File: config.mk
export PLATFORM = sky130hd
export DESIGN_NAME = audio_level_peak_clap_detector
export DESIGN_NICKNAME = d
export VERILOG_FILES = /design/src/alpcd_pkg.sv /design/src/alpcd_dp.sv /design/src/alpcd_ctrl.sv /design/src/audio_level_peak_clap_detector.sv
export SDC_FILE = /design/constraint.sdc
export NUM_CORES = 2
export LEC_CHECK = 0
export BUFFER_PORTS_ARGS = -buffer_cell sky130_fd_sc_hd__buf_2
export CAP_MARGIN = 20
export CORE_MARGIN = 5
export CORE_UTILIZATION = 38
export CTS_CLUSTER_DIAMETER = 30
export DETAILED_ROUTE_END_ITERATION = 10
export HOLD_SLACK_MARGIN = 0.02
export MAX_ROUTING_LAYER = met4
export PLACE_DENSITY = 0.53
export SYNTH_ARGS = -nofsm -noshare
export SYNTH_HDL_FRONTEND = slang
export SYNTH_HIERARCHICAL = 1
export SYNTH_SLANG_ARGS = --single-unit
export TNS_END_PERCENT = 30
File: constraint.sdc
create_clock -name clk -period 11.3 [get_ports clk]
set_input_delay 1.13 -clock clk [delete_from_list [all_inputs] [get_ports clk]]
set_output_delay 1.13 -clock clk [all_outputs]
set_load 0.05 [all_outputs]
File: src/alpcd_pkg.sv
// Package for the audio level meter / clap detector.
// Holds the item structs, register indexes, reset values and peak decay constants.
// No dependencies.
`default_nettype none

package alpcd_pkg;

  // Input item: one microphone sample (MSB first in the struct)
  typedef struct packed {
    logic signed [15:0] sample;
    logic               block_end;
    logic [31:0]        now_ms;
  } in_item_t;

  // Result item: one per block
  typedef struct packed {
    logic [15:0] level;
    logic [15:0] peak;
    logic        loud;
    logic        has_sound;
    logic        clap;
    logic [7:0]  clap_count;
  } result_t;

  localparam int CFG_IDX_W  = 3;
  localparam int CFG_DATA_W = 16;

  localparam logic [CFG_IDX_W-1:0] CFG_CLAP_THRESHOLD  = 3'd0;
  localparam logic [CFG_IDX_W-1:0] CFG_CLAP_GAP_MS     = 3'd1;
  localparam logic [CFG_IDX_W-1:0] CFG_CLAP_WINDOW_MS  = 3'd2;
  localparam logic [CFG_IDX_W-1:0] CFG_LOUD_THRESHOLD  = 3'd3;
  localparam logic [CFG_IDX_W-1:0] CFG_NOISE_THRESHOLD = 3'd4;

  localparam logic [15:0] RST_CLAP_THRESHOLD  = 16'd3000;
  localparam logic [15:0] RST_CLAP_GAP_MS     = 16'd150;
  localparam logic [15:0] RST_CLAP_WINDOW_MS  = 16'd500;
  localparam logic [15:0] RST_LOUD_THRESHOLD  = 16'd2000;
  localparam logic [15:0] RST_NOISE_THRESHOLD = 16'd200;

  // peak decay: floor(peak * 995 / 1000)
  localparam logic [9:0] PEAK_DECAY_NUM = 10'd995;
  localparam logic [9:0] PEAK_DECAY_DEN = 10'd1000;
  // 32768 * 995 < 2^25
  localparam int         PROD_W         = 25;

  // floor(x / 1000) == (x * ceil(2^35 / 1000)) >> 35 for every x below 2^25
  localparam int          RECIP_SHIFT      = 35;
  localparam int          RECIP_W          = 26;
  localparam logic [25:0] PEAK_DECAY_RECIP = 26'd34359739;

  localparam logic [7:0] CLAP_COUNT_MAX = 8'd255;

  // controller -> datapath commands
  typedef struct packed {
    logic accept;       // sample transfer: accumulate
    logic start_level;  // block end: load divider with sum / count
    logic take_level;   // latch level, form peak product
    logic start_peak;   // scale product by 1/1000 into the decayed peak
    logic finish;       // block end: update peak and clap state, load result register
  } dp_cmd_t;

  // datapath -> controller status
  typedef struct packed {
    logic div_done;
  } dp_status_t;

endpackage

`default_nettype wire

File: src/alpcd_dp.sv
// Datapath of the audio level meter: config registers, accumulator, restoring
// divider for the block mean, reciprocal-multiply peak decay, clap tracking, result register.
// Depends on alpcd_pkg.
`default_nettype none

module alpcd_dp #(
  parameter int MAX_BLOCK = 256
) (
  input  wire                              clk,
  input  wire                              rst,
  input  wire                              cfg_we,
  input  wire  [alpcd_pkg::CFG_IDX_W-1:0]  cfg_index,
  input  wire  [alpcd_pkg::CFG_DATA_W-1:0] cfg_data,
  input  alpcd_pkg::in_item_t              item,
  input  alpcd_pkg::dp_cmd_t               cmd,
  output alpcd_pkg::dp_status_t            status,
  output alpcd_pkg::result_t               result
);
  import alpcd_pkg::*;

  localparam int CNT_W = $clog2(MAX_BLOCK + 1);
  localparam int SUM_W = $clog2(32768 * MAX_BLOCK + 1);
  localparam int DIV_W = SUM_W;
  localparam int DVS_W = CNT_W;
  localparam int DCN_W = $clog2(DIV_W + 1);
  localparam int SCL_W = PROD_W + RECIP_W;

  // configuration
  logic [15:0] clap_threshold, clap_gap_ms, clap_window_ms;
  logic [15:0] loud_threshold, noise_threshold;

  always_ff @(posedge clk) begin
    if (rst) begin
      clap_threshold  <= RST_CLAP_THRESHOLD;
      clap_gap_ms     <= RST_CLAP_GAP_MS;
      clap_window_ms  <= RST_CLAP_WINDOW_MS;
      loud_threshold  <= RST_LOUD_THRESHOLD;
      noise_threshold <= RST_NOISE_THRESHOLD;
    end else if (cfg_we) begin
      unique case (cfg_index)
        CFG_CLAP_THRESHOLD:  clap_threshold  <= cfg_data;
        CFG_CLAP_GAP_MS:     clap_gap_ms     <= cfg_data;
        CFG_CLAP_WINDOW_MS:  clap_window_ms  <= cfg_data;
        CFG_LOUD_THRESHOLD:  loud_threshold  <= cfg_data;
        CFG_NOISE_THRESHOLD: noise_threshold <= cfg_data;
        default: ;
      endcase
    end
  end

  // accumulator
  logic [SUM_W-1:0] abs_sum, sum_with;
  logic [CNT_W-1:0] sample_count, count_with;
  logic [16:0]      mag;
  logic             room;

  always_comb begin
    mag = item.sample[15] ? (17'h10000 - {1'b0, item.sample}) : {1'b0, item.sample};
    room = (sample_count < CNT_W'(MAX_BLOCK));
    sum_with   = room ? (abs_sum + SUM_W'(mag)) : abs_sum;
    count_with = room ? (sample_count + CNT_W'(1)) : sample_count;
  end

  always_ff @(posedge clk) begin
    if (rst) begin
      abs_sum      <= '0;
      sample_count <= '0;
    end else if (cmd.accept) begin
      if (item.block_end) begin
        abs_sum      <= '0;
        sample_count <= '0;
      end else begin
        abs_sum      <= sum_with;
        sample_count <= count_with;
      end
    end
  end

  // restoring divider for the block mean, one quotient bit per cycle
  logic [DIV_W-1:0] div_quo;
  logic [DVS_W-1:0] div_rem, div_dvs;
  logic [DCN_W-1:0] div_cnt;
  logic [DVS_W:0]   trial, diff;
  logic             fits;

  always_comb begin
    trial = {div_rem, div_quo[DIV_W-1]};
    diff  = trial - {1'b0, div_dvs};
    fits  = (trial >= {1'b0, div_dvs});
  end

  always_ff @(posedge clk) begin
    if (rst) begin
      div_cnt <= '0;
    end else if (cmd.start_level) begin
      div_cnt <= DCN_W'(DIV_W);
    end else if (div_cnt != '0) begin
      div_cnt <= div_cnt - DCN_W'(1);
    end
  end

  always_ff @(posedge clk) begin
    if (cmd.start_level) begin
      div_quo <= DIV_W'(sum_with);
      div_dvs <= DVS_W'(count_with);
      div_rem <= '0;
    end else if (div_cnt != '0) begin
      div_quo <= {div_quo[DIV_W-2:0], fits};
      div_rem <= fits ? diff[DVS_W-1:0] : trial[DVS_W-1:0];
    end
  end

  assign status.div_done = (div_cnt == '0);

  // level and peak
  logic [15:0]       level_r, peak_level, peak_max, peak_decayed;
  logic [31:0]       now_r;
  logic [PROD_W-1:0] prod;
  logic [SCL_W-1:0]  scaled;

  assign peak_max = (div_quo[15:0] > peak_level) ? div_quo[15:0] : peak_level;
  // product / 1000 by reciprocal multiply; the quotient fits in 16 bits
  assign scaled   = SCL_W'(prod) * SCL_W'(PEAK_DECAY_RECIP);

  always_ff @(posedge clk) begin
    if (cmd.start_level) now_r <= item.now_ms;
    if (cmd.take_level) begin
      level_r <= div_quo[15:0];
      prod    <= PROD_W'(peak_max) * PROD_W'(PEAK_DECAY_NUM);
    end
    if (cmd.start_peak) peak_decayed <= scaled[RECIP_SHIFT +: 16];
  end

  // clap tracking
  logic [31:0] last_clap_ms, elapsed;
  logic [7:0]  clap_counter, counter_inc, counter_next;
  logic        clap_hit;

  always_comb begin
    elapsed     = now_r - last_clap_ms;
    clap_hit    = (level_r > clap_threshold) && (elapsed > {16'b0, clap_gap_ms});
    counter_inc = (clap_counter == CLAP_COUNT_MAX) ? clap_counter : clap_counter + 8'd1;
    if (clap_hit)                              counter_next = counter_inc;
    else if (elapsed > {16'b0, clap_window_ms}) counter_next = '0;
    else                                       counter_next = clap_counter;
  end

  always_ff @(posedge clk) begin
    if (rst) begin
      peak_level   <= '0;
      last_clap_ms <= '0;
      clap_counter <= '0;
    end else if (cmd.finish) begin
      peak_level   <= peak_decayed;
      clap_counter <= counter_next;
      if (clap_hit) last_clap_ms <= now_r;
    end
  end

  always_ff @(posedge clk) begin
    if (cmd.finish) begin
      result.level      <= level_r;
      result.peak       <= peak_decayed;
      result.loud       <= (level_r > loud_threshold);
      result.has_sound  <= (level_r > noise_threshold);
      result.clap       <= clap_hit;
      result.clap_count <= counter_next;
    end
  end

endmodule

`default_nettype wire

File: src/alpcd_ctrl.sv
// Controller of the audio level meter: sequences accumulate, the mean divide,
// peak decay and result hand-off; owns the input stall and the result valid flag.
// Depends on alpcd_pkg.
`default_nettype none

module alpcd_ctrl (
  input  wire                    clk,
  input  wire                    rst,
  input  wire                    sample_valid,
  input  wire                    block_end,
  output logic                   sample_stall,
  output logic                   result_valid,
  input  wire                    result_stall,
  input  alpcd_pkg::dp_status_t  status,
  output alpcd_pkg::dp_cmd_t     cmd
);
  import alpcd_pkg::*;

  typedef enum logic [3:0] {
    ST_ACCUM     = 4'b0001,
    ST_DIV_LEVEL = 4'b0010,
    ST_PEAK      = 4'b0100,
    ST_FINISH    = 4'b1000
  } state_t;

  state_t state, state_next;
  logic   result_valid_next;
  logic   out_free;

  assign out_free = !result_valid || !result_stall;

  always_comb begin
    state_next   = state;
    cmd          = '0;
    sample_stall = 1'b1;
    unique case (state)
      ST_ACCUM: begin
        sample_stall = 1'b0;
        if (sample_valid) begin
          cmd.accept = 1'b1;
          if (block_end) begin
            cmd.start_level = 1'b1;
            state_next      = ST_DIV_LEVEL;
          end
        end
      end
      ST_DIV_LEVEL: begin
        if (status.div_done) begin
          cmd.take_level = 1'b1;
          state_next     = ST_PEAK;
        end
      end
      ST_PEAK: begin
        cmd.start_peak = 1'b1;
        state_next     = ST_FINISH;
      end
      ST_FINISH: begin
        if (out_free) begin
          cmd.finish = 1'b1;
          state_next = ST_ACCUM;
        end
      end
      default: state_next = ST_ACCUM;
    endcase
  end

  always_comb begin
    result_valid_next = result_valid;
    if (cmd.finish)                       result_valid_next = 1'b1;
    else if (result_valid && !result_stall) result_valid_next = 1'b0;
  end

  always_ff @(posedge clk) begin
    if (rst) begin
      state        <= ST_ACCUM;
      result_valid <= 1'b0;
    end else begin
      state        <= state_next;
      result_valid <= result_valid_next;
    end
  end

endmodule

`default_nettype wire

File: src/audio_level_peak_clap_detector.sv
// Audio level meter with decaying peak and clap detector.
// Throughput: a sample that does not end a block is taken without a stall; a block-end sample holds
// the input through the mean divide (one quotient bit per cycle over the DIV_W bits of the block
// sum), the peak decay and the result load. The result is loaded after the divide and the peak decay,
// later only while an earlier result waits on result_stall.
// Reset (rst, sync, active high): clears accumulator, peak and clap state; config to defaults.
`default_nettype none

module audio_level_peak_clap_detector #(
  parameter int MAX_BLOCK = 256
) (
  input  wire                              clk,
  input  wire                              rst,
  // sample channel
  input  wire                              sample_valid,
  output logic                             sample_stall,
  input  alpcd_pkg::in_item_t              sample_item,
  // result channel
  output logic                             result_valid,
  input  wire                              result_stall,
  output alpcd_pkg::result_t               result_item,
  // config write port
  input  wire                              cfg_we,
  input  wire  [alpcd_pkg::CFG_IDX_W-1:0]  cfg_index,
  input  wire  [alpcd_pkg::CFG_DATA_W-1:0] cfg_data
);
  import alpcd_pkg::*;

  // command / status between controller and datapath
  dp_cmd_t    cmd;
  dp_status_t status;

  // Controller: accepts samples in its accumulate state; a block-end transfer
  // kicks off the mean divide, then the peak decay, then a result load that
  // waits for the output register to be free.
  alpcd_ctrl u_ctrl (
    .clk          (clk),
    .rst          (rst),
    .sample_valid (sample_valid),
    .block_end    (sample_item.block_end),
    .sample_stall (sample_stall),
    .result_valid (result_valid),
    .result_stall (result_stall),
    .status       (status),
    .cmd          (cmd)
  );

  // Datapath: holds all arithmetic and state; output register is the result_item
  // port, so the next block keeps accumulating while a result waits for transfer.
  alpcd_dp #(
    .MAX_BLOCK (MAX_BLOCK)
  ) u_dp (
    .clk       (clk),
    .rst       (rst),
    .cfg_we    (cfg_we),
    .cfg_index (cfg_index),
    .cfg_data  (cfg_data),
    .item      (sample_item),
    .cmd       (cmd),
    .status    (status),
    .result    (result_item)
  );

`ifndef SYNTHESIS
  // divider busy means no sample may transfer
  a_stall_while_dividing: assert property (@(posedge clk) disable iff (rst)
    !status.div_done |-> sample_stall)
    else $error("sample accepted while divider busy");

  // a flagged clap always leaves a nonzero count
  a_clap_count: assert property (@(posedge clk) disable iff (rst)
    (result_valid && result_item.clap) |-> (result_item.clap_count != 8'd0))
    else $error("clap flagged with zero count");

  // mean of 16-bit magnitudes never exceeds 32768; decayed peak stays below it
  a_level_range: assert property (@(posedge clk) disable iff (rst)
    result_valid |-> (result_item.level <= 16'd32768 && result_item.peak < 16'd32768))
    else $error("level or peak out of range");

  // result load only happens into a free output register
  a_no_overwrite: assert property (@(posedge clk) disable iff (rst)
    cmd.finish |-> (!result_valid || !result_stall))
    else $error("result overwritten before transfer");
`endif

endmodule

`default_nettype wire
==> flow_metrics.py <==
metrics = {
    "cts": {
        "cts_tree": "yes",
        "clkSinkCount": 353,
        "clk_path_buf_depth": 3,
        "cts_setup_buffers": 0,
        "hold_buffers": 0,
        "root_buffer": "clkbuf_16",
        "clkTransAtPathRegs_ps": 50,
        "clk_latency_ps": 640,
        "cts.htree.levels": 3,
        "cts_made_buffers": 89,
        "cts_resized": 0,
    },
    "synthesis": {
        "yosys_warnings": 6,
        "synthMuxAreaShare_pct": 2.93,
        "synth_top_family_by_area": "adder cells",
        "synth-compound-area-share_pct": 11.5,
        "ys_ff_latch": 353,
        "yosys.area_share.simple_pct": 10.7,
        "synth_area_per_cell_um2": 9.79,
        "synth.area.top_cells": "ha_1 19%, fa_1 17%, edfxtp_1 16%, dfxtp_1 12%, inv_1 6.5%",
        "postSynthCellCount": 3186,
        "synth_edf_count": 165,
        "ys_seq_area_share_pct": 28.0,
        "synth-main-ff-cell": "dfxtp_1",
        "synth_xor_area_share_pct": 2.75,
        "syn_area_mm2": 0.0312,
        "yosys.area.top_type_share_pct": 19.3,
        "synthAdderAreaFrac_pct": 36.6,
        "synth_cell_types": 79,
        "synth_top_area_cell": "ha_1",
        "syn_nets": 4010,
        "postSynth.asyncResetShare_pct": 0,
    },
    "final_layout": {
        "nets": 4154,
        "final_common_cell": "inv_1",
        "diodes": 0,
        "drive_gt1_share_pct": 9.66,
        "area_growth_pct": 15.7,
        "final_core_util_pct": 44.2,
        "final_cell_mix": "544 x inv_1, 482 x ha_1, 269 x fa_1",
    },
    "worst_setup_path": {
        "worst_ep_arrival_time_ps": 9730,
        "crit_path_start_kind": "register",
        "r2r_cells": 29,
        "cp.required_ps": 11640,
        "path_class": "reg2reg",
        "cp.depth": 29,
        "slowest_delay_ps": 770,
        "crit_fanout": 13,
        "cp_common_cell": "o21a_1",
        "critPathSlowestCell": "mux2i_1",
        "crit_path_end_kind": "register",
        "timing.critical_path.buf_inv": 3,
        "critPathTopFamily": "compound AO/OA/AOI/OAI gates",
    },
    "timing": {
        "setup_violations": 0,
        "fin_crit_sh_pct": 83.1,
        "slew_violations": 0,
        "finalHoldViolCount": 0,
        "fin_crit_ps": 9390,
        "clock_skew_ps": 45.8,
        "worst_pin_slew_ps": 1010,
        "fin_tns_setup_ps": 0,
        "grt_setup_unrepaired": "no",
        "relSlewSlack_pct": 32.4,
        "fin_hold_ws_ps": 449,
        "fmax_mhz": 106,
    },
    "floorplan": {
        "core-area_mm2": 0.0817,
        "die-area_mm2": 0.0879,
        "die_h_um": 297,
        "die_w_um": 297,
        "ios": 118,
        "rows": 105,
        "start_util_pct": 38.2,
    },
    "global_routing": {
        "grt_pass1_vias": 22600,
        "grt_pass1_wl_mm": 124,
        "grt_usage_pct": 18.4,
        "grt_max_degree": 66,
        "grt-ovfl-total": 0,
        "antenna_found_initial": 0,
    },
    "worst_hold_path": {
        "holdPathStages": 0,
        "holdCritPathClass": "reg2reg",
    },
    "run": {
        "max_cap_viol_count": 0,
    },
    "route": {
        "ant_nets": 0,
        "vias": 22300,
        "drt_pass1_iterations": 5,
        "vias_per_cell": 4.99,
        "drt-wirelength-per-cell_um": 17.4,
        "drtIter0Drc": 1217,
        "drt_wl_total_mm": 77.8,
        "drc": 0,
    },
    "placed_design": {
        "finalWeightedCongestion": 0.845,
        "io_buffers": 117,
        "dp_hpwl_mm": 61.1,
    },
    "run_status": {
        "status": "complete, no violations",
    },
}
-- worst register-to-register path, delay by kind of cell, from the launching register on --
kind | cells | cell delay, ps
fa+ha+maj | 7 | 3080
flops | 1 | 440
compound gates | 14 | 3580
xor+xnor | 1 | 130
mux | 1 | 770
simple gates | 3 | 590
buf+inv | 3 | 480
-- path summary, 6_finish.rpt --
path | to | from | slack [ps]
setup reg to reg | u_dp/prod[24] | u_dp/div_quo[1] | 1910
hold / removal | u_dp/level_r[0] | u_dp/div_quo[0] | 450
setup / recovery | u_dp/prod[24] | u_dp/div_quo[1] | 1910
hold reg to reg | u_dp/level_r[0] | u_dp/div_quo[0] | 450
-- routing by layer --
| layer | vias up | wire length, um | track usage (%) | share of wire [%] |
|---|---|---|---|---|
| li1 | 11100 | - | - | - |
| met1 | 10700 | 36700 | 24.6 | 47 |
| met2 | 371 | 36600 | 30.0 | 47 |
| met3 | 103 | 3160 | 2.65 | 4.1 |
| met4 | 0 | 1390 | 4.19 | 1.8 |
| met5 | - | 0 | - | 0 |
-- Yosys cell counts (all sizes together), types with 6 or more instances --
library cell / number
or2: 8
fa: 269
nor3: 35
buf: 11
a22oi: 21
edfxtp: 165
a211oi: 33
nand3b: 19
o211ai: 10
a211o: 19
a31oi: 11
and2: 20
inv: 544
and4: 6
o21bai: 8
xnor2: 71
a2111oi: 6
a21oi: 197
nor4: 10
nand4: 32
o21ai: 102
nor2: 203
and3: 24
ha: 482
o21a: 33
mux2i: 70
a21o: 47
o31ai: 12
mux2: 19
or3: 11
nand2b: 28
nand2: 235
clkbuf: 68
nand3: 36
xor2: 27
nor2b: 28
dfxtp: 188
-- logic make-up after synthesis --
group	after synthesis
other	1
multiplexers	89
AND/OR/NAND/NOR	708
flip-flops	353
AO/OA/AOI/OAI	562
adder cells (fa/ha/maj)	751
buffers and inverters	624
XOR/XNOR	98
-- per-stage QoR --
step | worst slack, ps | instance area, um2 | std cells
floorplan | 3090 | 31200 | 3186
global placement | 2150 | 33000 | 4309
detailed placement | 2020 | 33000 | 4309
CTS | 1900 | 36100 | 4475
global route | 1250 | 36100 | 4475
finish | 1910 | 36100 | 4475
-- registers in the layout, indices dropped and copies added (netlist names), 24 cells and up --
signal / flops
u_dp/result: 43
u_dp/last_clap_ms: 32
u_dp/now_r: 32
u_dp/prod: 25
u_dp/abs_sum: 24
u_dp/div_quo: 24
-- cell type report --
type	instances	area [um2]
clock buffers	106	2370
inverters	545	2050
well taps	1070	1340
multi-input cells	2209	20200
flip-flops and latches	353	8720
clock inverters	60	763
fillers	7907	45600
repair buffers	132	704
Power is left out: the tool's default activity adds up to more than one toggle a clock period on the data nets, which glitch-free logic cannot reach.
